File: src/dcrm_ram.sv
// Generic single-write, single-read RAM with registered read data.
module dcrm_ram #(
  parameter int WIDTH = 8,
  parameter int DEPTH = 16
) (
  input  logic                     clk_i,
  input  logic                     we_i,
  input  logic [$clog2(DEPTH)-1:0] waddr_i,
  input  logic [WIDTH-1:0]         wdata_i,
  input  logic [$clog2(DEPTH)-1:0] raddr_i,
  output logic [WIDTH-1:0]         rdata_o
);

  logic [WIDTH-1:0] mem_q [DEPTH];

  always_ff @(posedge clk_i) begin
    if (we_i) begin
      mem_q[waddr_i] <= wdata_i;
    end
    rdata_o <= mem_q[raddr_i];
  end

endmodule

File: config.mk
export PLATFORM = sky130hd
export DESIGN_NAME = dcrm_ram
export DESIGN_NICKNAME = d
export VERILOG_FILES = /design/src/dcrm_ram.sv
export SDC_FILE = /design/constraint.sdc
export NUM_CORES = 1
export LEC_CHECK = 0
export ABC_AREA = 1
export BUFFER_PORTS_ARGS = -buffer_cell sky130_fd_sc_hd__buf_2
export CORE_MARGIN = 3
export CORE_UTILIZATION = 40
export CTS_BUF_LIST = sky130_fd_sc_hd__clkbuf_16
export DETAILED_ROUTE_END_ITERATION = 10
export PLACE_DENSITY = 0.66
export SETUP_SLACK_MARGIN = 0.02
export SLEW_MARGIN = 15
export SYNTH_ARGS = -nofsm -noshare
export SYNTH_HDL_FRONTEND = slang
export SYNTH_SLANG_ARGS = --single-unit
File: constraint.sdc
create_clock -name clk_i -period 2 [get_ports clk_i]
set_input_delay 0.6 -clock clk_i [delete_from_list [all_inputs] [get_ports clk_i]]
set_output_delay 0.6 -clock clk_i [all_outputs]
set_load 0.05 [all_outputs]
=== Yosys cells after proc, flatten, opt, wreduce, memory -nomap -nowiden ===
Memories as Yosys holds them, arrays and structs flattened. A register that Yosys moved wholly into a read port is not among the register bits.
Cells that the tools add are included.

* Flip-flop bits (word level): 0
* Bits in writable memories: 128
* Input bits: 18
* Output and inout bits: 8
* Logic and storage cells: 3
* Memories kept: 1

{| class="wikitable"
|+ Memory list
! memory !! depth !! bits a word !! read ports !! clocked after Yosys merged registers in !! write ports !! RTL line !! RTL
|-
| mem_q || 16 || 8 || 1 || 1 || 1 || 14 || <nowiki>logic [WIDTH-1:0] mem_q [DEPTH];</nowiki>
|}

* Mux-type cells: 2

{| class="wikitable"
|+ Operators by type and width
! cell !! count
|-
| 1-bit 2-to-1 mux || 2
|}

=== Logic depth before layout (Yosys ltp) ===
Gate-level depths: netlist (run 1).

* Depth in word-level cells: 2
* Mapped depth: 8
* Depth with buffers taken out: 7

=== Worst setup path before layout (run 1) ===
Ideal clock, no wire load.

* Path kind: input-to-reg
* From: input waddr_i[2]
* To: memory mem_q[10][0] (enable)
* Setup time: 0.370 ns
* Arrival time: 1.181 ns
* Data required time: 1.630 ns
* Slack: 0.449 ns
* Stages: 2
* Buffers on the path: 0
* Path through: nand3b_1 -> nor2_1

{| class="wikitable"
|+ RTL lines
! element !! RTL line !! RTL
|-
| from (decl) || 8 || <nowiki>input logic [$clog2(DEPTH)-1:0] waddr_i,</nowiki>
|-
| to (decl) || 14 ||
|}

Straight into the memory's write port.

=== Worst setup path after layout (run 1) ===
* From: register rdata_o[2] (read register of mem_q)
* To: output rdata_o[2]

{| class="wikitable"
|+ RTL lines
! element !! RTL line !! RTL
|-
| from (decl) || 11 || <nowiki>output logic [WIDTH-1:0] rdata_o</nowiki>
|}

No word-level cell between the ends.

==> impl_metrics.yaml, run 1 <==
clocking:
  clk_pin_slew_worst_paths_ns: 0.05
  ctsHtreeMaxLevel: 4
  clk_path_buf_depth: 2
  cts-root-buf: "clkbuf_16"
  clock_sinks: 136
  clk_latency_ns: 0.41
  cts_buffers: 17
  cts_tree: "built"
  postCtsSetupBuffers: 0
  ctsHoldBuffers: 0
  ctsResizeCount: 0
global_route:
  grt_pass1_vias: 3806
  grt_max_degree: 65
  grt_pass1_wl_mm: 19.91
  grt_overflow: 0
  antenna_found_initial: 0
  grtUsageTotal_pct: 16.29
yosys:
  yosysWarnings: 0
  ys_types: 12
  syn-instance-count: 551
  ys_seq_elements: 136
  syn-num-nets: 569
  syn-cell-area_um2: 5767
  syn-mean-instance-area_um2: 10.47
  yosysSeqAreaShare_pct: 69.43
timing:
  slew_violations: 0
  rsz0062_at_grt: "no"
  slew_headroom_pct: 76.52
  period_share_pct: 82.69
  finalSetupViolations: 0
  max_freq_ghz: 0.6046
  fin_skew_ns: 0.01008
  tns_ns: 0
  worst_slew_pin_slew_ns: 0.3522
  min_period_ns: 1.654
  hold_viol_final: 0
setup_path:
  arrival_ns: 1.05
  required_ns: 1.40
  max_stage_delay_ns: 0.37
  cp_top_family: "flip-flops"
  worst_setup_path_start_kind: "register"
  r2r_slack_ns: 1.03
  cp_num_buf_inv: 1
  path_cells: "buf_2"
  reg2reg_to: "rdata_o[5]"
  worstSetupEndpointType: "output pin"
  cp_max_fo: 1
  ff2ff_path_depth: 6
  timing_worst_setup_path_type: "register to output pin"
  r2r-start: "mem_q[9][5]"
  cpMaxStageDelayCell: "dfxtp_1"
die:
  die_h_um: 126.1
  ios: 26
  die-width_um: 126.1
  design.die.area_um2: 15890
  core_area_um2: 13990
  rows: 43
  start_util_pct: 41.23
placed_design:
  dp_hpwl_mm: 7.851
  dpl.cell_count: 758
  dpl_cell_area_um2: 6196
  port_buffers: 25
  gp_congestion: 0.7927
power_and_ir_drop:
  leakagePower_uw: 0.002965
  irDropWorstVdd_mv: 0.5138
  power_density_nw_per_um2: 984.4
outcome:
  status: "finished, final reports clean"
finish:
  fin_nets: 615
  layout-drive-gt1-share_pct: 12.79
  stdcell_count: 790
  stdcell_area_um2: 6766
  fill_cells: 1264
  areaGrowthSynthToFinish_pct: 17.34
  antenna_cells: 0
detailed_routing:
  wl_per_cell_um: 15.70
  antenna_left: 0
  via_per_inst: 4.876
  drt_iter0_markers: 441
  vias: 3852
  wl_mm: 12.41
  drtPass1Iterations: 5
  drc_errors: 0
min_path:
  holdPathEnd: "rdata_o[3]"
  min_path_type: "input pin to register"
  holdCritStartpoint: "raddr_i[3]"
  whs_path_depth: 3
run:
  maxCapViolations: 0
[layout by cell type (no fill, tap or decap)]
master,Yosys,layout
clkinv_1,0,3
inv_1,100,104
bufinv_16,0,3
clkinv_4,0,1
nand3b_1,2,2
nor2_1,17,17
buf_12,0,4
buf_2,13,25
nand2_1,173,173
clkinv_2,0,4
buf_4,4,22
nand3_1,97,97
inv_2,2,2
clkbuf_16,0,17
dfxtp_1,8,8
edfxtp_1,128,128
[cells by family after synthesis]
logic type,synth area share (%)
flops,69.43
buf+inv,9.525
simple gates,21.05
[per-layer routing]
layer  share of wire, %  up-vias  wire length (µm)  track usage (%)
li1                   -     1864                 -                -
met1                 43     1828              5328            21.84
met2                 50      145              6162            26.07
met3                6.1       15               757            3.647
met4                1.3        0               158            6.120
met5                  0        -                 0                0
[sequential cells by signal, summed over array words and instances, names as in the netlist]
signal / count
mem_q: 128
rdata_o: 8
[stage by stage]
stage	hold slack [ns]	total power, µW	utilization (%)	worst slack, ns
3_3_place_gp	0.6394	3711	44.29	0.2808
3_5_place_dp	0.6440	3719	44.29	0.2444
5_1_grt	0.5713	6870	48.37	0.3225
2_1_floorplan	0.6074	3551	-	0.4492
6_report	0.5686	6661	48.37	0.3461
4_1_cts	0.5586	6692	48.37	0.3230
[how the worst max path moves through the flow]
| stage | startpoint | end | slack [ns] | depth (start not counted) |
|---|---|---|---|---|
| 3_5_place_dp | raddr_i[0] | rdata_o[4] | 0.24 | 8 |
| 4_1_cts | rdata_o[2] | rdata_o[2] | 0.32 | 1 |
| 6_report | rdata_o[2] | rdata_o[2] | 0.35 | 1 |
| 5_1_grt | rdata_o[2] | rdata_o[2] | 0.32 | 1 |
| 3_3_place_gp | raddr_i[0] | rdata_o[3] | 0.28 | 8 |
| 2_1_floorplan | waddr_i[2] | mem_q[10][0] | 0.45 | 2 |
[synth_stat cells (all sizes together)]
library cell / instances / area [µm²]
edfxtp: 128 / 3844
buf: 24 / 166.4
nand3: 97 / 485.5
nand3b: 2 / 15.01
dfxtp: 8 / 160.2
inv: 102 / 382.9
nor2: 17 / 63.81
nand2: 173 / 649.4
[where the power goes]
group | internal, µW | total (µW) | switching [µW] | leakage (µW)
Combinational | 128 | 452 | 324 | 0.00144
Sequential | 3190 | 3210 | 19.6 | 0.00122
Clock | 1920 | 3000 | 1080 | 0.000298
Total | 5230 | 6660 | 1430 | 0.00297
[final cells by class]
cell class	count	area (µm²)	share of cell area (%)
timing repair buffer	51	370.4	5.473
tap	180	225.2	3.328
multi-input combinational	289	1214	17.94
sequential	136	4004	59.17
clock buffer	17	425.4	6.287
inverter	102	382.9	5.658
clock inverter	15	145.1	2.145
Power figures use the tool's default switching activity.
==> inputs of run 2 (changes only) <==
--- a/config.mk
+++ b/config.mk
@@ -5,13 +5,13 @@
 export SDC_FILE = /design/constraint.sdc
 export NUM_CORES = 1
 export LEC_CHECK = 0
-export ABC_AREA = 1
+export ABC_AREA = 0
 export BUFFER_PORTS_ARGS = -buffer_cell sky130_fd_sc_hd__buf_2
 export CORE_MARGIN = 3
 export CORE_UTILIZATION = 40
 export CTS_BUF_LIST = sky130_fd_sc_hd__clkbuf_16
 export DETAILED_ROUTE_END_ITERATION = 10
-export PLACE_DENSITY = 0.66
+export PLACE_DENSITY = 0.68
 export SETUP_SLACK_MARGIN = 0.02
 export SLEW_MARGIN = 15
 export SYNTH_ARGS = -nofsm -noshare
==> constraint.sdc (replaced) <==
create_clock -name clk_i -period 1.5 [get_ports clk_i]
set_input_delay 0.45 -clock clk_i [delete_from_list [all_inputs] [get_ports clk_i]]
set_output_delay 0.45 -clock clk_i [all_outputs]
set_load 0.05 [all_outputs]
==> run 2 against run 1 <==
Critical path depth is 5 higher. Power rose by 39%. Clock skew increased by 0.0019 ns. Largest cell class unchanged. Register-to-register slack got worse by 0.89 ns. Sequential power grew 33%. Count of clock-buffer cells in the layout unchanged. Area after synthesis down 11%. Non-clock buffer count up 16. Routed wire length is 14% lower.
==> impl_metrics.yaml, run 2 <==
yosys:
  synthArstFlopShare_pct: 0
  ys_top_cells_by_count: "edfxtp_1, mux4_2, a22oi_1, mux4_1, nor2_1"
  syn-mean-instance-area_um2: 22.48
  yosysTopAreaCell: "edfxtp_1"
  yosysSeqAreaShare_pct: 77.78
  yosys.cell_count.top_type: "edfxtp_1"
  syn-cell-area_um2: 5147
  yosysWarnings: 0
  ys_types: 19
  ys_seq_elements: 136
  synth_enable_flop_cells: 128
  synth_top_area_share_pct: 74.67
  ys.flop_type: "edfxtp_1"
  syn-num-nets: 247
  synth_area_leaders: "edfxtp_1, mux4_2, mux4_1, dfxtp_1, a22oi_1"
  syn-instance-count: 229
timing:
  worst_slew_pin_slew_ns: 0.8948
  rsz0062_at_grt: "no"
  hold_viol_final: 0
  holdWs_ns: 0.4249
  slew_violations: 0
  period_share_pct: 96.26
  fin_skew_ns: 0.01196
  slew_headroom_pct: 40.13
  max_freq_ghz: 0.6925
  finalSetupViolations: 0
  min_period_ns: 1.444
clocking:
  cts_tree: "built"
  clk_pin_slew_worst_paths_ns: 0.06
  ctsHtreeMaxLevel: 4
  cts-root-buf: "clkbuf_16"
  clk_path_buf_depth: 2
  cts_buffers: 17
  clk_latency_ns: 0.41
  clock_sinks: 136
placed_design:
  dp_hpwl_mm: 6.657
  port_buffers: 25
  dpl.cell_count: 447
  gp_congestion: 0.7303
detailed_routing:
  drtPass1Iterations: 5
  wl_per_cell_um: 22.01
  vias: 2594
  drt_iter0_markers: 307
  wl_mm: 10.70
  drc_errors: 0
  antenna_left: 0
  via_per_inst: 5.337
die:
  core_area_um2: 12310
  rows: 40
  start_util_pct: 41.81
  design.die.area_um2: 14270
  ios: 26
  die-width_um: 119.4
  die_h_um: 119.4
global_route:
  grt_pass1_wl_mm: 16.36
  grtUsageTotal_pct: 16.10
  grt_pass1_vias: 2601
  grt_overflow: 0
  antenna_found_initial: 0
  grt_max_degree: 18
outcome:
  status: "finished, final reports clean"
setup_path:
  timing_worst_setup_path_type: "input pin to register"
  required_ns: 1.79
  arrival_ns: 1.73
  max_stage_delay_ns: 0.54
  worstSetupEndpointType: "register"
  r2r-start: "mem_q[3][0]"
  critPathLaunch: "raddr_i[0]"
  path_cells: "buf_2, buf_4, buf_12, mux4_2, a22oi_1, nand2_1"
  worst_setup_path_start_kind: "input pin"
  cpMaxStageDelayCell: "mux4_2"
  cp_max_fo: 4
finish:
  stdcell_count: 486
  reg_top3: "mem_q: 128 flops, rdata_o: 8 flops"
  mostFrequentLayoutCells: "edfxtp_1, buf_4, mux4_2, buf_2, clkbuf_16"
  largest_reg_flops: 128
  layout-drive-gt1-share_pct: 42.45
  layout_commonest_cell: "edfxtp_1"
  fin_nets: 323
  antenna_cells: 0
  regMostFlops: "mem_q"
  areaGrowthSynthToFinish_pct: 26.28
power_and_ir_drop:
  irDropWorstVdd_mv: 0.7665
  leakagePower_uw: 0.002219
  power_density_nw_per_um2: 1425
min_path:
  min_path_type: "input pin to register"
  holdCritStartpoint: "wdata_i[3]"
run:
  maxCapViolations: 0
run 2: cell count changes after synthesis, moves of 3 or more:
| cell | delta |
|---|---|
| a22oi_1 | +16 |
| buf_4 | -3 |
| buf_6 | -3 |
| nor2_1 | -4 |
| mux4_1 | +14 |
| nand2_1 | -164 |
| mux4_2 | +18 |
| buf_2 | -10 |
| clkdlybuf4s25_2 | +3 |
| nand3_1 | -96 |
| nor3_1 | +4 |
| inv_1 | -100 |
run 2: area by class of cell:
cell class / count / area, µm²
flip-flops and latches: 136 / 4004
well taps: 168 / 210.2
fillers: 967 / 5812
multi-input cells: 83 / 1059
repair buffers: 67 / 591.8
clock inverters: 15 / 210.2
clock buffers: 17 / 425.4
run 2: worst paths after layout:
| path | slack, ns | cells after the start | end |
|---|---|---|---|
| setup / recovery | 0.06 | 6 | rdata_o[6] |
| hold reg to reg | 0.68 | 3 | rdata_o[7] |
| setup reg to reg | 0.14 | 3 | rdata_o[0] |
| hold / removal | 0.42 | 1 | mem_q[14][3] |
run 2: layer usage:
metal	vias up	global-route usage [%]	routed length (µm)
li1	1113	-	-
met1	1349	22.33	4521
met2	114	24.51	5316
met3	18	4.368	690
met4	0	6.084	168
met5	-	0	0
run 2: through the flow:
step | power, µW | utilization (%) | worst slack (ns) | area [µm²] | TNS, ns
floorplan | 4673 | - | -0.05301 | 5176 | -0.5297
global placement | 4895 | 46.94 | -0.5096 | 5779 | -10.44
detailed placement | 4908 | 46.94 | -0.4524 | 5779 | -11.37
CTS | 9298 | 52.20 | 0.02207 | 6426 | 0
global route | 9568 | 52.79 | 0.02139 | 6500 | 0
finish | 9265 | 52.79 | 0.05604 | 6500 | 0
run 2: kinds of logic after synthesis:
kind of cell           synth area share [%]
muxes                                 15.02
and+or+nand+nor                       3.184
DFF                                   77.78
AOI/OAI and AO/OA                     2.334
buffers and inverters                 1.677
run 2: where the power goes:
part           internal, µW  switching [µW]
Combinational           245             334
Sequential             4250            29.9
Clock                  2920            1480
run 2: worst max-delay path, delay by kind of cell:
| family | cells | cell delay (ns) |
|---|---|---|
| AO/OA/AOI/OAI | 1 | 0.18 |
| buffers and inverters | 3 | 0.46 |
| multiplexers | 1 | 0.54 |
| AND/OR/NAND/NOR | 1 | 0.08 |
run 2: repair_timing:
action / CTS / global route
setup buffers: 0 / 7
hold buffers: 0 / 0
setup endpoints to repair: 5 / 4
gates resized for setup: 5 / 3
pin swaps: 0 / 0
