$ cat src/dcrm_pkg.sv
// Package: sizes, state encoding and control/status types of the contiguous run mapper.
package dcrm_pkg;

  localparam int MAX_PAGES = 256;
  localparam int PAGE_BITS = 12;

  localparam int CFG_W   = 12;
  localparam int SLOT_W  = 8;
  localparam int FRAME_W = 20;
  localparam int OFS_W   = 20;
  localparam int LEN_W   = 21;
  localparam int ADDR_W  = 32;

  localparam int IDX_W = $clog2(MAX_PAGES);
  localparam int POS_W = OFS_W + 1;
  localparam int PG_W  = POS_W - PAGE_BITS;

  localparam logic [LEN_W-1:0] PAGE_LEN = LEN_W'(2 ** PAGE_BITS);

  typedef enum logic [1:0] {
    S_IDLE,
    S_START,
    S_FIRST,
    S_WALK
  } dcrm_state_e;

  typedef struct packed {
    logic load_wr;
    logic accept_map;
    logic start;
    logic first;
    logic walk;
  } dcrm_cmd_t;

  typedef struct packed {
    logic page_err;
    logic stop;
  } dcrm_sts_t;

endpackage

$ cat src/dcrm_dp.sv
// Datapath: offset register, page arithmetic, run accumulation and result registers.
module dcrm_dp (
  input  logic                            clk_i,
  input  logic                            rst_ni,
  input  dcrm_pkg::dcrm_cmd_t             cmd_i,
  output dcrm_pkg::dcrm_sts_t             sts_o,
  input  logic                            cfg_we_i,
  input  logic [dcrm_pkg::CFG_W-1:0]      cfg_data_i,
  input  logic [dcrm_pkg::SLOT_W-1:0]     page_slot_i,
  input  logic [dcrm_pkg::FRAME_W-1:0]    frame_number_i,
  input  logic [dcrm_pkg::OFS_W-1:0]      transfer_offset_i,
  input  logic [dcrm_pkg::LEN_W-1:0]      request_length_i,
  output logic                            ram_we_o,
  output logic [dcrm_pkg::IDX_W-1:0]      ram_waddr_o,
  output logic [dcrm_pkg::FRAME_W-1:0]    ram_wdata_o,
  output logic [dcrm_pkg::IDX_W-1:0]      ram_raddr_o,
  input  logic [dcrm_pkg::FRAME_W-1:0]    ram_rdata_i,
  output logic [dcrm_pkg::ADDR_W-1:0]     bus_address_o,
  output logic [dcrm_pkg::LEN_W-1:0]      run_length_o,
  output logic                            range_error_o
);
  import dcrm_pkg::*;

  logic [CFG_W-1:0]     cfg_q;
  logic [POS_W-1:0]     pos_q;
  logic [LEN_W-1:0]     req_q;
  logic [IDX_W-1:0]     idx_q;
  logic [FRAME_W-1:0]   prev_q;
  logic [ADDR_W-1:0]    addr_q;
  logic [LEN_W-1:0]     run_q;
  logic                 err_q;

  logic [PG_W-1:0]      page;
  logic [PAGE_BITS-1:0] in_page;
  logic                 last;
  logic [LEN_W-1:0]     head_len;
  logic [LEN_W-1:0]     run_f;
  logic [LEN_W-1:0]     rem;
  logic [LEN_W-1:0]     run_w;
  logic                 match;
  logic                 cont_f;
  logic                 cont_w;

  assign page    = pos_q[POS_W-1:PAGE_BITS];
  assign in_page = pos_q[PAGE_BITS-1:0];
  assign last    = (32'(idx_q) == 32'(MAX_PAGES - 1));

  assign head_len = PAGE_LEN - LEN_W'(in_page);
  assign run_f    = (head_len < req_q) ? head_len : req_q;
  assign cont_f   = (run_f < req_q) && !last;

  assign rem    = req_q - run_q;
  assign run_w  = run_q + ((PAGE_LEN < rem) ? PAGE_LEN : rem);
  assign match  = ({1'b0, ram_rdata_i} == ({1'b0, prev_q} + (FRAME_W + 1)'(1)));
  assign cont_w = match && (run_w < req_q) && !last;

  assign sts_o.page_err = (32'(page) >= 32'(MAX_PAGES));
  assign sts_o.stop     = cmd_i.first ? !cont_f : !cont_w;

  assign ram_we_o    = cmd_i.load_wr && (32'(page_slot_i) < 32'(MAX_PAGES));
  assign ram_waddr_o = IDX_W'(page_slot_i);
  assign ram_wdata_o = frame_number_i;
  assign ram_raddr_o = cmd_i.start ? IDX_W'(page) : idx_q + IDX_W'(1);

  always_ff @(posedge clk_i or negedge rst_ni) begin
    if (!rst_ni) begin
      cfg_q <= '0;
    end else if (cfg_we_i) begin
      cfg_q <= cfg_data_i;
    end
  end

  always_ff @(posedge clk_i) begin
    if (cmd_i.accept_map) begin
      pos_q <= POS_W'(cfg_q) + POS_W'(transfer_offset_i);
      req_q <= request_length_i;
    end
    if (cmd_i.start) begin
      idx_q <= IDX_W'(page);
      if (sts_o.page_err) begin
        addr_q <= '0;
        run_q  <= '0;
        err_q  <= 1'b1;
      end
    end
    if (cmd_i.first) begin
      prev_q <= ram_rdata_i;
      addr_q <= ADDR_W'({ram_rdata_i, in_page});
      run_q  <= run_f;
      err_q  <= 1'b0;
      idx_q  <= idx_q + IDX_W'(1);
    end
    if (cmd_i.walk && match) begin
      prev_q <= ram_rdata_i;
      run_q  <= run_w;
      idx_q  <= idx_q + IDX_W'(1);
    end
  end

  assign bus_address_o = addr_q;
  assign run_length_o  = run_q;
  assign range_error_o = err_q;

endmodule

$ cat config.mk
export PLATFORM = sky130hd
export DESIGN_NAME = dcrm_dp
export DESIGN_NICKNAME = d
export VERILOG_FILES = /design/src/dcrm_pkg.sv /design/src/dcrm_dp.sv
export SDC_FILE = /design/constraint.sdc
export NUM_CORES = 1
export LEC_CHECK = 0
export ABC_AREA = 0
export BUFFER_PORTS_ARGS = -buffer_cell sky130_fd_sc_hd__buf_2
export CAP_MARGIN = 20
export CORE_ASPECT_RATIO = 0.7
export CORE_MARGIN = 3
export CORE_UTILIZATION = 53
export CTS_BUF_LIST = sky130_fd_sc_hd__clkbuf_2 sky130_fd_sc_hd__clkbuf_4 sky130_fd_sc_hd__clkbuf_8
export CTS_CLUSTER_SIZE = 24
export DETAILED_ROUTE_END_ITERATION = 8
export GPL_ROUTABILITY_DRIVEN = 1
export GPL_TIMING_DRIVEN = 0
export MAX_ROUTING_LAYER = met4
export PLACE_DENSITY_LB_ADDON = 0.3
export SYNTH_ARGS = -nofsm -noshare
export SYNTH_HDL_FRONTEND = slang
export SYNTH_SLANG_ARGS = --single-unit
export TNS_END_PERCENT = 50
$ cat constraint.sdc
create_clock -name clk_i -period 7.8 [get_ports clk_i]
set_clock_uncertainty 0.05 [all_clocks]
set_input_delay 1.17 -clock clk_i [delete_from_list [all_inputs] [get_ports clk_i]]
set_output_delay 1.17 -clock clk_i [all_outputs]
set_load 0.01 [all_outputs]
## Word-level counts from Yosys, hierarchy flattened

Index checks and enable logic that the tools add are counted.

| cells by class | value |
|---|---|
| reductions and logical operators | 15 |
| eq/ne operators | 2 |
| add/subtract/negate cells | 6 |
| order comparisons | 5 |
| mux-type cells | 16 |

Operators by type and width:

| kind | count |
|---|---|
| $mux W21 | 6 |
| $mux W32 | 3 |
| $lt A21 B21 Y1 | 3 |
| $mux W20 | 2 |
| $mux W8 | 4 |
| $add A12 B20 Y21 | 1 |
| $add A20 B1 Y21 const B | 1 |
| $add A21 B21 Y21 | 1 |
| $eq A20 B21 Y1 | 1 |
| $lt A13 B21 Y1 const A | 1 |
| $sub A21 B21 Y21 | 1 |
| $sub A13 B12 Y14 const A | 1 |
| $ge A9 B9 Y1 const B | 1 |
| $add A8 B1 Y8 const B | 1 |
| $eq A8 B8 Y1 const B | 1 |
| $reduce_and A2 Y1 | 3 |
| $reduce_bool A2 Y1 | 3 |
| $reduce_bool A3 Y1 | 2 |
| $logic_and A1 B1 Y1 | 4 |
| $logic_not A1 Y1 | 3 |
| $mux W1 | 1 |

| storage, ports and cells | value |
|---|---|
| register bits after elaboration | 136 |
| bits of input ports | 109 |
| output and inout bits | 93 |

## Logic depth before layout (Yosys ltp)

Gate-level depths: netlist of the first run.

| logic depth | value |
|---|---|
| depth in word-level cells | 9 |
| mapped depth | 34 |
| gate-level depth less buffers | 34 |

## Least setup slack after synthesis of the first run

Ideal clock, no wire load.

| path | value |
|---|---|
| kind | reg2out |
| start | register run_q[12], in the netlist run_length_o[12] |
| end | output sts_o[0] (netlist bit) |
| stages on the path, launching flop included | 34 |
| data arrival time | 6487 ps |
| setup slack | 93 ps |
| data required time | 6580 ps |
| buffers on the path | 1 |
| cell sequence | edfxtp_1 > inv_1 > ha_1 > buf_6 > a211oi_2 > o21ai_1 > a221o_1 > or4_4 > a32oi_4 > nand3_1 > nor4_2 > nand3_2 > nor2_1 > ha_1 > a21o_1 > a21oi_1 > nor2b_1 > o21ai_0 > a21oi_1 > a41oi_1 > a21oi_1 > o22a_1 > xor2_1 > ha_1 > a21o_1 > a21o_1 > a21o_1 > a21oi_1 > nor2b_1 > o211ai_1 > nand4b_1 > or3_1 > a21oi_1 > o31ai_1 |

RTL lines:

| element | RTL line | source |
|---|---|---|
| from (decl) | dcrm_dp.sv:30 | `logic [LEN_W-1:0] run_q;` |
| from (signal assigned) | dcrm_dp.sv:89 | `run_q <= run_f;` |
| from (signal assigned) | dcrm_dp.sv:95 | `run_q <= run_w;` |
| to (decl) | dcrm_dp.sv:6 | `output dcrm_pkg::dcrm_sts_t sts_o,` |

==> results of run 1 <==
[metrics by stage]
step | util [%] | std cells | cell area, sq um | power [mW]
floorplan | - | 1055 | 10500 | 1.45
CTS | 64.1 | 1540 | 12300 | 2.24
global placement | 60.9 | 1490 | 11600 | 1.64
global route | 66.7 | 1570 | 12700 | 2.43
detailed placement | 60.9 | 1490 | 11600 | 1.66
finish | 66.7 | 1570 | 12700 | 2.30
[layout make-up]
cell class	count	area [sq um]	share of cell area, %
multi-input combinational	802	6260	49.1
sequential	136	4010	31.5
timing repair buffer	220	1220	9.60
tap	264	330	2.59
buffer	48	302	2.37
clock buffer	20	263	2.06
inverter	68	255	2.00
clock inverter	12	101	0.795
[worst min-delay path, cell delays in order, from the launching register on]
cell     delay [ps]
dfxtp_1         340
a21oi_1          40
nor2_1           70
[worst paths after layout]
path / start / to / slack, ps
hold reg to reg: range_error_o / range_error_o / 440
setup reg to reg: req_q[10] / run_length_o[19] / 2260
hold / removal: range_error_o / range_error_o / 440
min in group asynchronous: rst_ni / cfg_q[5] / 520
setup / recovery: req_q[10] / sts_o[0] / -870
max in group asynchronous: rst_ni / cfg_q[4] / 6970
[kinds of logic (layout without fill, tap and decap cells)]
family,after synthesis,in the layout,share of synthesized area (%)
DFF,136,136,38.5
other,1,7,0.0359
buffers and inverters,117,368,5.36
muxes,50,50,5.25
and+or+nand+nor,341,341,17.3
adders and majority gates,101,101,12.3
AOI/OAI and AO/OA,218,218,14.1
xor gates and xnor gates,85,85,7.20
[layout by cell type, fill, tap and decap left out, types with 35 or more instances in the layout]
cell type  Yosys  layout
nand2_1       72      72
nand3_1       37      35
a21oi_1       59      50
o21ai_0       41      37
buf_2          3     175
inv_1         68      65
buf_4         29      78
ha_1          98      86
and2_1        36      35
edfxtp_1     123     123
nor2_1        70      65
mux2_2        38      38
xnor2_1       50      50
[routing by layer]
metal / GRT usage (%) / routed length [um] / vias to the layer above
li1: - / - / 4301
met1: 37.3 / 13100 / 4270
met2: 37.2 / 12200 / 389
met3: 6.11 / 2690 / 44
met4: 6.63 / 447 / 0
met5: - / 0 / -
[what timing repair did]
item / 4_1_cts / 5_1_grt
pin swaps: 15 / 45
hold buffers: 0 / 0
gates resized for setup: 22 / 59
cloned: 0 / 0
endpoints found under the hold margin: 0 / 0
buffers inserted: 18 / 31
endpoints found under the setup margin: 1 / 1
[state kept, by name (all words and copies together) (netlist names)]
signal,flops
idx_q,8
cfg_q,12
run_length_o,21
prev_q,20
bus_address_o,32
range_error_o,1
req_q,21
pos_q,21
[power by group through the flow]
stage / Combinational [mW] / Clock [mW] / Sequential [mW]
floorplan: 0.500 / 0 / 0.949
global placement: 0.675 / 0 / 0.961
detailed placement: 0.698 / 0 / 0.963
CTS: 0.727 / 0.566 / 0.947
global route: 0.873 / 0.602 / 0.958
finish: 0.796 / 0.557 / 0.951
==> impl_metrics.toml, run 1 <==
[status]
status = "finished with violations"
violations = "setup timing"

[clock_network]
clkSinkCount = 136
root_buffer = "clkbuf_8"
cts.clk_slew.worst_paths_ps = 80
clockBufferDepth = 2
cts_tree = "yes"
htreeDepth = 4
clock_latency_ps = 460
cts_buffers = 17

[placement]
routabilityCongestion = 0.930
dp_slack_ps = -1330
dp_hpwl_um = 21300
portBuffers = 171

[critical_path]
worstSetupPathType = "reg -> out"
crit_cells = 31
r2r_cells = 22
cp.arrival_ps = 7450
critPathTopFamily = "simple AND/OR/NAND/NOR gates"
required_ps = 6580
cp_max_fo = 5
start_kind = "flip-flop"
slowest_stage = "or4_4"
crit_top_cell = "buf_4"
endpoint_kind = "output port"
path_buf_inv = 6
slowest_delay_ps = 550

[sta]
holdWs_ps = 437
worst_slew_margin_rel_pct = 27.3
slew_violations = 0
grt_setup_unrepaired = "yes"
fmax_mhz = 115
tightest_slew_ps = 1090
setup_viol = 1
fin_tns_setup_ps = -869
hold_viol = 0
fin_ws_ps = -869
fin_crit_ps = 8670
post-route-period-util_pct = 111

[floorplan]
core_area_sq_um = 19100
ios = 202
start_util_pct = 54.6
dieArea_sq_um = 21400
chipWidth_um = 174
rows = 42
die_y_um = 123

[synth]
netlist_top_cells_count = "123 x edfxtp_1, 98 x ha_1, 72 x nand2_1, 70 x nor2_1, 68 x inv_1"
ys_ff_latch = 136
yosys-top-cells-area = "edfxtp_1 35%, ha_1 12%, xnor2_1 4.2%"
ys_types = 82
synth_edf_count = 123
post-synth-top-area-fraction_pct = 35.4
synth_most_common_cell = "edfxtp_1"
ys.flop_type = "edfxtp_1"
yosysSeqAreaShare_pct = 38.5
ys_warn_count = 0
synth_top_area_cell = "edfxtp_1"
syn_area_sq_um = 10400
syn_inst = 1049
avgSynthCellArea_sq_um = 9.95
async_reset_ff_share_pct = 8.82

[drt]
antenna_left = 0
drc_errors = 0
firstDrtPassIters = 5
vias = 9004
dr.first_iter.drc_count = 976
wirelength_um = 28400
routedWlPerCell_um = 18.1
vias_per_cell = 5.74

[layout]
syn2layout_area_growth_pct = 22.2
antenna_cells = 0
n_fill_cell = 1530
drive_gt1_share_pct = 30.3
nets = 1503

[grt]
gr-usage-all-layers_pct = 26.0
grt_pass1_vias = 8198
antenna_found_initial = 0
grt_max_degree = 43
grt.overflow.total = 0
grt_pass1_wl_um = 42500

[hold_path]
min_path_cells = 2
min_path_type = "reg -> reg"

[power_and_ir_drop]
pwr-share-clk_pct = 24.2
powerDensity_nw_per_um2 = 181
p_sw_share_pct = 34.7
p_sw_uw = 799
combPwrFrac_pct = 34.6
cellInternalPower_mw = 1.50
p_seq_share_pct = 41.3
leakage_nw = 5.60
ir_drop_v = 0.000135

[job]
maxCapViolations = 0
Note: power is estimated with default switching activity, not from simulation.
==> run 2, diff against run 1 <==
Settings changed: CORE_MARGIN 3 to 1.5.
==> impl_metrics.toml, run 2 (synthesis gave the netlist of run 1 again) <==
[status]
status = "finished with violations"
violations = "setup timing"

[sta]
holdWs_ps = 440
post-route-period-util_pct = 111
grt_setup_unrepaired = "yes"
setup_viol = 1
fin_ws_ps = -823
slew_violations = 0
fin_crit_ps = 8620
worst_slew_margin_rel_pct = 29.5
fmax_mhz = 116
hold_viol = 0
tightest_slew_ps = 1060

[grt]
grt_max_degree = 43
top_usage_layer = "met1"
gr-usage-met1_pct = 39.8
grt.overflow.total = 0
grt_pass1_wl_um = 42200
antenna_found_initial = 0
gr-usage-all-layers_pct = 27.6
grt_pass1_vias = 8068
use_met3_pct = 7.79
use_met2_pct = 38.2

[clock_network]
cts.hold.buffers_added = 0
clkSinkCount = 136
htreeDepth = 4
cts_buffers = 17
cts_tree = "yes"
root_buffer = "clkbuf_8"
clockBufferDepth = 2
cts.clk_slew.worst_paths_ps = 80
clock_latency_ps = 470

[layout]
final_area_sq_um = 12600
antenna_cells = 0
final_cell_mix = "175 x buf_2, 123 x edfxtp_1, 95 x ha_1"
layout_commonest_cell = "buf_2"
nets = 1491
syn2layout_area_growth_pct = 20.4
drive_gt1_share_pct = 28.4
largest_register_ffs = 32

[floorplan]
chipWidth_um = 171
core_area_sq_um = 19100
ios = 202
start_util_pct = 54.7
rows = 42
die_y_um = 120
dieArea_sq_um = 20600

[hold_path]
min_path_type = "reg -> reg"

[placement]
routabilityCongestion = 0.948
dp_hpwl_um = 20800
placed_area_sq_um = 11600
portBuffers = 171

[drt]
wirelength_um = 27600
drc_errors = 0
firstDrtPassIters = 5
antenna_left = 0
routedWlPerCell_um = 17.7
dr.first_iter.drc_count = 802
vias = 8735
vias_per_cell = 5.61

[critical_path]
slowest_stage = "or4_4"
worstSetupPathType = "reg -> out"
slowest_delay_ps = 540
start_kind = "flip-flop"
required_ps = 6580
cp.arrival_ps = 7400
endpoint_kind = "output port"
cp_max_fo = 5

[power_and_ir_drop]
powerDensity_nw_per_um2 = 183
p_seq_share_pct = 41.3
cellInternalPower_mw = 1.51
ir_drop_v = 0.000137
p_sw_share_pct = 34.4
leakage_nw = 5.53
pwr-share-clk_pct = 25.0
combPwrFrac_pct = 33.7
p_sw_uw = 790

[job]
maxCapViolations = 0
## run 2: cell count changes in the layout (fill, tap and decap cells not counted), moves of 2 or more
cell,before,now
clkinvlp_4,2,4
clkinv_2,6,3
ha_2,4,1
nor2_1,65,67
buf_4,78,66
clkinv_4,2,0
a21oi_4,5,3
ha_1,86,95
ha_4,8,2
clkinv_1,0,2
## run 2: area by class of cell
class	instances	area, sq um
Clock buffer	18	241
Sequential cell	136	4010
Fill cell	1531	6510
Timing Repair Buffer	207	1130
Multi-Input combinational cell	802	6160
Clock inverter	13	130
Inverter	68	255
Buffer	49	309
Tap cell	264	330
## run 2: per-stage QoR
step,worst slack [ps],instances,utilization (%),TNS (ps),power [mW]
5_1_grt,-1160,1557,65.9,-1160,2.43
4_1_cts,-830,1542,64.5,-830,2.25
3_3_place_gp,-1100,1490,61.1,-1100,1.64
2_1_floorplan,92.8,1055,-,0,1.45
6_report,-823,1557,65.9,-823,2.30
3_5_place_dp,-1220,1490,61.1,-1220,1.66
## run 2: timing repair
| item | CTS | global route |
|---|---|---|
| pin swaps | 36 | 32 |
| endpoints found under the setup margin | 1 | 1 |
| resized for setup | 26 | 36 |
| setup buffers | 21 | 15 |
## run 2: worst max-delay path: cells and delay by family (launching register included)
kind / cells / cell delay [ps]
buffers and inverters: 2 / 280
XOR/XNOR: 1 / 190
adder cells (fa/ha/maj): 3 / 780
flip-flops: 1 / 530
AND/OR/NAND/NOR: 9 / 2120
AO/OA/AOI/OAI: 18 / 3050
## run 2: path summary, 6_finish.rpt
| check | startpoint | to | slack (ps) | depth (start not counted) |
|---|---|---|---|---|
| max in group asynchronous | rst_ni | cfg_q[11] | 6980 | 1 |
| setup reg to reg | req_q[12] | run_length_o[20] | 2210 | 24 |
| hold reg to reg | range_error_o | range_error_o | 440 | 2 |
| hold / removal | range_error_o | range_error_o | 440 | 2 |
| min in group asynchronous | rst_ni | cfg_q[0] | 520 | 1 |
| setup / recovery | req_q[12] | sts_o[0] | -820 | 33 |
## run 2: routing by layer
metal | share of wire, % | vias up
li1 | - | 4280
met1 | 48 | 4112
met2 | 42 | 318
met3 | 8.7 | 25
met4 | 1.0 | 0
met5 | 0 | -
## run 2: power groups by stage
stage | logic, mW | clock network, mW | registers [mW]
2_1_floorplan | 0.500 | 0 | 0.949
3_3_place_gp | 0.678 | 0 | 0.960
3_5_place_dp | 0.695 | 0 | 0.963
4_1_cts | 0.724 | 0.583 | 0.947
5_1_grt | 0.855 | 0.615 | 0.956
6_report | 0.776 | 0.576 | 0.950
