## src/dcrm_pkg.sv

```systemverilog
// Package: sizes, state encoding and control/status types of the contiguous run mapper.
package dcrm_pkg;

  localparam int MAX_PAGES = 256;
  localparam int PAGE_BITS = 12;

  localparam int CFG_W   = 12;
  localparam int SLOT_W  = 8;
  localparam int FRAME_W = 20;
  localparam int OFS_W   = 20;
  localparam int LEN_W   = 21;
  localparam int ADDR_W  = 32;

  localparam int IDX_W = $clog2(MAX_PAGES);
  localparam int POS_W = OFS_W + 1;
  localparam int PG_W  = POS_W - PAGE_BITS;

  localparam logic [LEN_W-1:0] PAGE_LEN = LEN_W'(2 ** PAGE_BITS);

  typedef enum logic [1:0] {
    S_IDLE,
    S_START,
    S_FIRST,
    S_WALK
  } dcrm_state_e;

  typedef struct packed {
    logic load_wr;
    logic accept_map;
    logic start;
    logic first;
    logic walk;
  } dcrm_cmd_t;

  typedef struct packed {
    logic page_err;
    logic stop;
  } dcrm_sts_t;

endpackage

```

## src/dcrm_ctrl.sv

```systemverilog
// Controller: item acceptance, map sequencing and result strobe.
module dcrm_ctrl (
  input  logic              clk_i,
  input  logic              rst_ni,
  input  logic              start_i,
  input  logic              operation_i,
  input  dcrm_pkg::dcrm_sts_t sts_i,
  output dcrm_pkg::dcrm_cmd_t cmd_o,
  output logic              busy_o,
  output logic              done_o
);
  import dcrm_pkg::*;

  dcrm_state_e state_q, state_d;
  logic        done_q, done_d;
  logic        accept;

  assign accept = start_i && (state_q == S_IDLE);

  always_comb begin
    state_d = state_q;
    case (state_q)
      S_IDLE: begin
        if (accept && operation_i) state_d = S_START;
      end
      S_START: begin
        state_d = sts_i.page_err ? S_IDLE : S_FIRST;
      end
      S_FIRST, S_WALK: begin
        state_d = sts_i.stop ? S_IDLE : S_WALK;
      end
      default: state_d = S_IDLE;
    endcase
  end

  always_comb begin
    cmd_o            = '0;
    cmd_o.load_wr    = accept && !operation_i;
    cmd_o.accept_map = accept && operation_i;
    done_d           = 1'b0;
    case (state_q)
      S_START: begin
        cmd_o.start = 1'b1;
        done_d      = sts_i.page_err;
      end
      S_FIRST: begin
        cmd_o.first = 1'b1;
        done_d      = sts_i.stop;
      end
      S_WALK: begin
        cmd_o.walk = 1'b1;
        done_d     = sts_i.stop;
      end
      default: done_d = 1'b0;
    endcase
  end

  always_ff @(posedge clk_i or negedge rst_ni) begin
    if (!rst_ni) begin
      state_q <= S_IDLE;
      done_q  <= 1'b0;
    end else begin
      state_q <= state_d;
      done_q  <= done_d;
    end
  end

  assign busy_o = (state_q != S_IDLE);
  assign done_o = done_q;

endmodule

```

## config.mk

```make
export PLATFORM = sky130hd
export DESIGN_NAME = dcrm_ctrl
export DESIGN_NICKNAME = d
export VERILOG_FILES = /design/src/dcrm_pkg.sv /design/src/dcrm_ctrl.sv
export SDC_FILE = /design/constraint.sdc
export NUM_CORES = 1
export LEC_CHECK = 0
export BUFFER_PORTS_ARGS = -buffer_cell sky130_fd_sc_hd__buf_2
export CAP_MARGIN = 15
export CORE_AREA = 3 3 40 42
export DETAILED_ROUTE_END_ITERATION = 16
export DIE_AREA = 0 0 43 45
export PLACE_DENSITY = 0.43
export SETUP_SLACK_MARGIN = 0.02
export SYNTH_ARGS = -nofsm -noshare
export SYNTH_HDL_FRONTEND = slang
export SYNTH_SLANG_ARGS = --single-unit
export TNS_END_PERCENT = 20
```

## constraint.sdc

```tcl
create_clock -name clk_i -period 1.4 [get_ports clk_i]
set_clock_uncertainty 0.2 [all_clocks]
set_input_delay 0.07 -clock clk_i [delete_from_list [all_inputs] [get_ports clk_i]]
set_output_delay 0.07 -clock clk_i [all_outputs]
set_load 0.01 [all_outputs]
```

Word level (Yosys, flattened, before mapping)
Index checks and enable logic that the tools add are counted.
{"block": "classes", "n_reduce_logical": 7, "n_eq_ne": 4, "n_mux": 8}
{"operator": "two-way mux 2 bit", "count": 3}
{"operator": "one-hot mux 2 bit (3 select lines)", "count": 1}
{"operator": "equality test 2 bit (second input constant)", "count": 2}
{"operator": "logical AND 1 bit", "count": 3}
{"operator": "two-way mux 1 bit", "count": 3}
{"operator": "equality test 2 x 1 -> 1 bit (second input constant)", "count": 1}
{"operator": "zero test 2 bit", "count": 1}
{"operator": "!= test 2 bit (second input constant)", "count": 1}
{"operator": "one-hot mux 1 bit (2 select lines)", "count": 1}
{"operator": "nonzero test 2 bit", "count": 1}
{"operator": "OR reduction 2 bit", "count": 1}
{"operator": "zero test 1 bit", "count": 1}
{"block": "totals", "output_inout_bits": 7, "in_bits": 6, "regBits": 3}

Depth between registers and ports, before layout
Gate-level depths: netlist of run 1.
{"block": "depth", "ltp_word": 5, "ltp_mapped": 3, "ltp_nobuf": 3}

Worst setup path after synthesis of run 1
No wires, ideal clock.
{"block": "synth_path", "path_type": "register to output", "startpoint": "register state_q[1]", "endpoint": "output cmd_o[4] (netlist bit)", "arrival_ns": 0.899, "path_slack_ns": 0.231, "path_buffers": 0, "stages_incl_launch_ff": 3, "cell_sequence": "dfrtp_1 > or2_4 > nor3b_2"}
{"item": "start: declaration", "line": "dcrm_ctrl.sv:14", "text": "dcrm_state_e state_q, state_d;"}
{"item": "start signal: assignment", "line": "dcrm_ctrl.sv:63", "text": "state_q <= state_d;"}
{"item": "end: declaration", "line": "dcrm_ctrl.sv:8", "text": "output dcrm_pkg::dcrm_cmd_t cmd_o,"}

==> results.toml, run 1 <==
[placed_design]
place_congestion = 0.6785
dp_hpwl_um = 329
post-place-ws_ns = 0.1530
portBuffers = 12

[outcome]
outcome = "finished with violations"
violations = "negative setup slack"

[clocking]
clk_pin_slew_ns = 0.03
root_buffer = "clkbuf_4"
htree_levels = 1
clk_latency_ns = 0.23
cts_buffers = 3
clock_path_buffers = 2
cts_tree = "built"
clock_sinks = 3

[yosys]
synth_edf_count = 0
yosysMostFrequentCell = "dfrtp_1"
yosysUniqueCellTypes = 11
yosys-top-cells-area = "dfrtp_1 49%, nand2b_1 8.2%, nor3b_2 8.2%, o21ai_1 6.6%, a22o_1 5.7%"
synth_common_cells = "3 x dfrtp_1, 2 x nand2b_1, 2 x o21ai_1"
postSynth.asyncResetShare_pct = 100.0
synth-seq-cells = 3
synth_top_cell_area_share_pct = 49.18
syn_nets = 21
synth_area_leader_cell = "dfrtp_1"
synth_top_flop_cell = "dfrtp_1"
syn_area_um2 = 152.6
yosysSeqAreaShare_pct = 49.18
netlist_instances = 15
syn_avg_cell_area_um2 = 10.18
yosysWarnings = 0

[sta]
min_period_ns = 1.428
clock.fmax_mhz = 700.2
setup-tns-final_ns = -0.02816
drv_slew = 0
max_slew_margin_pct = 90.31
rsz0062_at_grt = "yes"
finalCritPeriodShare_pct = 102.0
finalSetupViolCount = 1
hold_viol = 0
tightest_slew_ns = 0.1449
finalWorstSetupSlack_ns = -0.02816
hold_slack_ns = 0.3662

[grt]
grt_most_used_layer = "met1"
use_met2_pct = 6.287
use_met3_pct = 3.984
grt_usage_pct = 5.922
antenna_found_initial = 0
grt_max_degree = 6
grt_pass1_vias = 180
gr-usage-met1_pct = 7.506
grt_first_pass_wirelength_um = 738
grt.overflow.total = 0

[final_layout]
drive_gt1_share_pct = 56.41
diodes = 0
nFillCells = 135
area_growth_pct = 123.0
layout.nets = 46

[setup_path]
cp_slowest_cell = "dfrtp_1"
critPathKind = "reg2out"
reg2regPathDepth = 4
cp-end-kind = "output pin"
rr_endpoint = "done_o"
crit_family = "simple AND/OR/NAND/NOR gates"
required_ns = 1.13
reg2reg_from = "state_q[1]"
cpPeakStageDelay_ns = 0.37
critPathArrivalTime_ns = 1.16
path_buf_inv = 1
reg2reg_setup_slack_ns = 0.25
startpoint_type = "flip-flop"
cp_max_fo = 4
crit_chain = "or2_4 -> nor3b_2 -> buf_2"

[power]
power_density_mw_per_mm2 = 1241
peakVddDrop_uv = 381.9
p_leak_nw = 0.1825

[floorplan]
initial_core_util_pct = 11.88
die_area_mm2 = 0.001935
num_io_pins = 13
core_area_mm2 = 0.001285
rows = 13
die_y_um = 45
die_w_um = 43

[detailed_routing]
via_per_inst = 3.611
routedWlPerCell_um = 9.056
vias = 195
drtAntennaViolNets = 0
drt_pre_antenna_iters = 2
dr.first_iter.drc_count = 2
drcViolationCount = 0
wirelength_um = 489

[hold_path]
hold_start = "sts_i[1]"
hold_depth = 3
min_to = "state_q[1]"
min_path_type = "in2reg"

[job]
drv_cap = 0
==> kinds of logic after synthesis <==
logic type      Yosys count  share of synthesized area [%]
simple gates              8                          36.06
flops                     3                          49.18
compound gates            3                          12.30
buf+inv                   1                          2.457
==> registers in the layout (all words and copies together) (netlist names) <==
| signal | count |
|---|---|
| state_q | 2 |
| done_o | 1 |
==> layout make-up <==
class	count	area (um^2)	share of cell area, %
Sequential cell	3	75.07	22.06
Timing Repair Buffer	20	135.1	39.71
Clock buffer	4	26.28	7.721
Inverter	1	3.754	1.103
Tap cell	15	18.77	5.515
Multi-Input combinational cell	11	81.33	23.90
==> tightest hold or removal path, delay by kind of cell <==
family	cells	cell delay [ns]
AOI/OAI and AO/OA	1	0.06
buffers and inverters	2	0.63
==> where the power goes <==
| group | switching, mW | total, mW | internal (mW) |
|---|---|---|---|
| logic | 0.0751 | 0.163 | 0.0882 |
| clock network | 0.0409 | 0.147 | 0.107 |
| registers | 0.00802 | 0.112 | 0.104 |
==> layer usage <==
metal / routed length [um] / up-vias / part of all wire, %
met3: 70 / 0 / 14
met5: 0 / - / 0
li1: - / 98 / -
met1: 254 / 84 / 52
met2: 164 / 13 / 34
met4: 0 / 0 / 0
==> placed cells by master, fill, tap and decap left out <==
master / Yosys / layout
nand2b_1: 2 / 1
nand2_1: 1 / 1
a22o_1: 1 / 1
and2_2: 1 / 1
buf_2: 0 / 12
nor3b_2: 1 / 1
or2_4: 1 / 1
inv_2: 1 / 1
nor2b_1: 1 / 1
dlygate4sd3_1: 0 / 6
nand2b_4: 0 / 1
clkbuf_4: 0 / 3
o21ai_1: 2 / 2
nor2_1: 1 / 1
buf_4: 0 / 2
clkbuf_1: 0 / 1
dfrtp_1: 3 / 3
==> how the worst max path moves through the flow <==
stage	from	to	slack, ns	cells past startpoint
after floorplan	state_q[1]	cmd_o[4]	0.23	2
after global placement	state_q[1]	cmd_o[4]	0.15	3
after detailed placement	state_q[1]	cmd_o[4]	0.15	3
after CTS	state_q[0]	cmd_o[4]	-0.05	3
after global routing	state_q[0]	cmd_o[4]	-0.09	3
final	state_q[0]	cmd_o[4]	-0.03	3
==> stage by stage <==
step	area (um^2)	power [mW]	cells	util, %
6_report	340.3	0.4223	54	26.48
5_1_grt	340.3	0.4541	54	26.48
4_1_cts	340.3	0.4364	54	26.48
3_5_place_dp	231.5	0.2358	42	18.01
3_3_place_gp	231.5	0.2361	42	18.01
2_1_floorplan	152.6	0.1856	15	-
==> timing repair <==
action,in CTS,in global routing
endpoints found under the setup margin,2,3
gates resized for setup,1,0
hold endpoints to repair,6,0
hold buffers,6,0
setup buffers,2,0
pin swaps,2,0
Power figures use the tool's default switching activity.
==> run 2, diff against run 1 <==
- SETUP_SLACK_MARGIN: 0.02 -> default
- clock period: 1.4 -> 1.6 ns (I/O delays scaled with it)
==> run 2 against run 1 <==
- the flow now finishes without violations
- final cell count is 1.9% lower
- utilization decreased by 0.97 points
- register-to-register slack lost 0.18 ns
- critical path type is now in2reg
- largest power group is now clock
==> results.toml, run 2 (synthesis gave the netlist of run 1 again) <==
[outcome]
outcome = "finished, final reports clean"

[clocking]
cts_buffers = 3
root_buffer = "clkbuf_4"
clk_latency_ns = 0.23
cts_resized = 0
post_cts_buffers = 0
cts-hold-fix-buffers = 7
htree_levels = 1
clk_pin_slew_ns = 0.03
clock_path_buffers = 2
clock_sinks = 3
cts_tree = "built"

[final_layout]
nFillCells = 139
drive_gt1_share_pct = 50.00
area_growth_pct = 114.8
largest_register_ff_count = 2
mostFrequentLayoutCells = "12 x buf_2, 7 x dlygate4sd3_1, 3 x clkbuf_4, 3 x dfrtp_1"
seq_area_um2 = 75.07
multiInputGateArea_um2 = 73.82
diodes = 0
design_area_um2 = 327.8
final_common_cell = "buf_2"
layout.nets = 45
fin_util_pct = 25.51
regMostFlops = "state_q"

[placed_design]
post-place-ws_ns = 0.3430
placed_area_um2 = 231.5
dp_hpwl_um = 329
place_congestion = 0.6785
portBuffers = 12

[grt]
grt_pass1_vias = 180
grt_max_degree = 7
grt.overflow.total = 0
grt_usage_pct = 5.593
antenna_found_initial = 0
grt_first_pass_wirelength_um = 696

[floorplan]
die_area_mm2 = 0.001935
initial_core_util_pct = 11.88
die_y_um = 45
die_w_um = 43
core_area_mm2 = 0.001285
rows = 13
num_io_pins = 13

[detailed_routing]
routedWlPerCell_um = 8.642
dr.first_iter.drc_count = 1
drt_pre_antenna_iters = 2
via_per_inst = 3.491
wirelength_um = 458
vias = 185
drcViolationCount = 0
drtAntennaViolNets = 0

[power]
p_leak_nw = 0.1747
peakVddDrop_uv = 376.5
power_density_mw_per_mm2 = 1082

[setup_path]
critPathKind = "in2reg"
required_ns = 1.57
cp-end-kind = "flip-flop"
worst_path_most_repeated_cell = "dlygate4sd3_1"
crit_chain = "dlygate4sd3_1 -> buf_2 -> nand2b_1 -> o21ai_1 -> dlygate4sd3_1"
cp_max_fo = 2
cpPeakStageDelay_ns = 0.54
cp_slowest_cell = "dlygate4sd3_1"
startpoint_type = "primary input"
critPathArrivalTime_ns = 1.50

[sta]
hold_viol = 0
clock.fmax_mhz = 653.5
finalSetupViolCount = 0
drv_slew = 0
finalWorstSetupSlack_ns = 0.06970
finalCritPeriodShare_pct = 95.64
setup-tns-final_ns = 0
max_slew_margin_pct = 88.87
rsz0062_at_grt = "no"
hold_slack_ns = 0.2208
min_period_ns = 1.530
tightest_slew_ns = 0.1670

[hold_path]
min_path_type = "in2out"

[job]
drv_cap = 0
==> run 2: path summary, 6_finish.rpt <==
path                                   from         end  slack, ns  depth (start not counted)
worst max-delay path               sts_i[0]  state_q[1]       0.07                          5
worst min-delay path            operation_i    cmd_o[4]       0.22                          3
worst max register to register   state_q[1]  state_q[1]       0.07                          3
worst min register to register   state_q[1]      done_o       0.41                          1
max in group asynchronous            rst_ni  state_q[1]       0.53                          3
min in group asynchronous            rst_ni  state_q[0]       0.53                          3
==> run 2: worst max-delay path, delay by kind of cell <==
family | cells | cell delay [ns]
and+or+nand+nor | 1 | 0.15
AOI/OAI and AO/OA | 1 | 0.07
buffers and inverters | 3 | 1.20
==> run 2: power by group <==
part	internal, mW	switching [mW]
clock	0.0934	0.0380
sequential	0.0906	0.0131
combinational	0.0655	0.0541
==> run 2: final cells by class <==
type | instances | share of cell area, %
multi-input cells | 11 | 22.52
flip-flops and latches | 3 | 22.90
inverters | 1 | 1.145
well taps | 15 | 5.725
repair buffers | 19 | 39.69
clock buffers | 4 | 8.015
==> run 2: stage by stage <==
step | std cells | power (mW)
after floorplan | 15 | 0.1624
after global placement | 42 | 0.2066
after global routing | 53 | 0.3803
final | 53 | 0.3547
after detailed placement | 42 | 0.2063
after CTS | 53 | 0.3642
==> run 2: per-layer routing <==
metal	part of all wire [%]	global-route usage [%]	up-vias
met5	0	0	-
met4	0	5.422	0
met3	14	3.586	0
met2	35	7.186	13
met1	51	6.068	77
li1	-	-	95
==> run 3, diff against run 2 <==
- BUFFER_PORTS_ARGS: -buffer_cell sky130_fd_sc_hd__buf_2 -> -buffer_cell sky130_fd_sc_hd__buf_4
- SETUP_SLACK_MARGIN: default -> 0.2
- clock period: 1.6 -> 1.8 ns (I/O delays scaled with it)
==> run 3 against run 2 <==
- combinational power up 4%
- final cell count fell by 1.9%
- die area did not move
- flip-flop and latch count did not move
- critical endpoint is now cmd_o[4]
- cell area grew 8.8%
- routed wire length rose by 10%
- sequential power decreased by 8%
- first-iteration DRC count unchanged
- largest cell class unchanged
- worst setup slack improved by 0.21 ns
- clock power shrank 11%
- via count rose by 4.3%
- critical path depth down 2
==> results.toml, run 3 (synthesis gave the netlist of run 1 again) <==
[outcome]
outcome = "finished, final reports clean"

[sta]
finalSetupViolCount = 0
tightest_slew_ns = 0.1909
max_slew_margin_pct = 87.28
setup-tns-final_ns = 0
min_period_ns = 1.522
clock.fmax_mhz = 657.2
finalCritPeriodShare_pct = 84.54
hold_viol = 0
rsz0062_at_grt = "no"
finalWorstSetupSlack_ns = 0.2783
drv_slew = 0

[final_layout]
regMostFlops = "state_q"
area_growth_pct = 133.6
largest_register_ff_count = 2
drive_gt1_share_pct = 56.76
diodes = 0
nFillCells = 138
final_common_cell = "buf_4"
fin_util_pct = 27.75
layout.nets = 44
mostFrequentLayoutCells = "12 x buf_4, 6 x dlygate4sd3_1, 3 x clkbuf_4"

[detailed_routing]
drcViolationCount = 0
wirelength_um = 505
routedWlPerCell_um = 9.712
dr.first_iter.drc_count = 1
via_per_inst = 3.712
vias = 193
drtAntennaViolNets = 0
drt_pre_antenna_iters = 2

[power]
p_int_uw = 239.1
p_leak_nw = 0.1758
power_density_mw_per_mm2 = 947.8
peakVddDrop_uv = 238.8
clockPowerShare_pct = 34.8
switching_share_pct = 29.26
seq_power_share_pct = 28.2
p_sw_uw = 98.89
comb_power_share_pct = 37.0

[grt]
grt_max_degree = 7
grt_pass1_vias = 176
antenna_found_initial = 0
grt_first_pass_wirelength_um = 690
grt_usage_pct = 5.843
grt.overflow.total = 0

[setup_path]
critPathKind = "reg2out"
cp_max_fo = 6
startpoint_type = "flip-flop"
critPathArrivalTime_ns = 1.23
required_ns = 1.51
cp-end-kind = "output pin"

[placed_design]
dp_hpwl_um = 365.9
portBuffers = 12
post-place-ws_ns = 0.5255
place_congestion = 0.7025

[job]
drv_cap = 0

[floorplan]
core_area_mm2 = 0.001285
die_y_um = 45
rows = 13
initial_core_util_pct = 11.88
num_io_pins = 13
die_w_um = 43
die_area_mm2 = 0.001935

[clocking]
htree_levels = 1
clk_pin_slew_ns = 0.03
clock_sinks = 3
cts_tree = "built"
root_buffer = "clkbuf_4"
cts_buffers = 3
clock_path_buffers = 2
clk_latency_ns = 0.23

[hold_path]
min_path_type = "in2out"
==> run 3: changes by cell type in the layout (fill, tap and decap cells not counted) <==
cell           previous run  this run
dfrtp_1                   3         2
nand2b_4                  0         1
dfrtp_2                   0         1
buf_4                     0        12
nand2b_1                  2         1
dlygate4sd3_1             7         6
buf_2                    12         0
==> run 3: timing repair <==
item	in CTS	in global routing
hold buffers	7	0
setup endpoints to repair	0	1
endpoints found under the hold margin	6	0
setup buffers	0	0
gates resized for setup	0	2
==> run 3: critical path, stage by stage (launching register included) <==
cell and delay (ns):
dfrtp_2 0.42, or2_4 0.28, nor3b_2 0.16, buf_4 0.14
==> run 3: worst paths after layout <==
path / start / to / slack, ns / cells after the start
worst max register to register: state_q[1] / state_q[0] / 0.68 / 2
worst max-delay path: state_q[1] / cmd_o[4] / 0.28 / 3
worst min register to register: state_q[1] / done_o / 0.38 / 1
worst min-delay path: operation_i / cmd_o[4] / 0.24 / 3
min in group asynchronous: rst_ni / done_o / 0.54 / 3
max in group asynchronous: rst_ni / state_q[1] / 0.70 / 3
==> run 3: final cells by class <==
| class | instances | area [um^2] | share of cell area, % |
|---|---|---|---|
| clock buffer | 4 | 26.28 | 7.368 |
| multi-input combinational | 11 | 81.33 | 22.81 |
| timing repair buffer | 18 | 150.1 | 42.11 |
| tap | 15 | 18.77 | 5.263 |
| sequential | 3 | 76.32 | 21.40 |
| inverter | 1 | 3.754 | 1.053 |
==> run 3: per-layer routing <==
| metal | part of all wire, % | vias up | global-route usage, % |
|---|---|---|---|
| li1 | - | 93 | - |
| met1 | 40 | 81 | 5.583 |
| met2 | 40 | 15 | 7.186 |
| met3 | 16 | 4 | 3.187 |
| met4 | 4.0 | 0 | 9.036 |
| met5 | 0 | - | 0 |
==> run 3: metrics by stage <==
step	total power, mW	area [um^2]	std cells	hold slack (ns)
2_1_floorplan	0.1444	152.6	15	-0.4056
3_3_place_gp	0.1996	261.5	42	-0.3205
3_5_place_dp	0.2040	261.5	42	-0.3180
4_1_cts	0.3442	357.8	53	0.2362
5_1_grt	0.3668	356.6	52	0.2489
6_report	0.3380	356.6	52	0.2381
==> run 3: power groups by stage <==
stage	clock (mW)	combinational (mW)	sequential (mW)
floorplan	0	0.0525	0.0919
global placement	0	0.107	0.0924
detailed placement	0	0.111	0.0935
CTS	0.125	0.127	0.0926
global route	0.132	0.136	0.0987
finish	0.117	0.125	0.0954
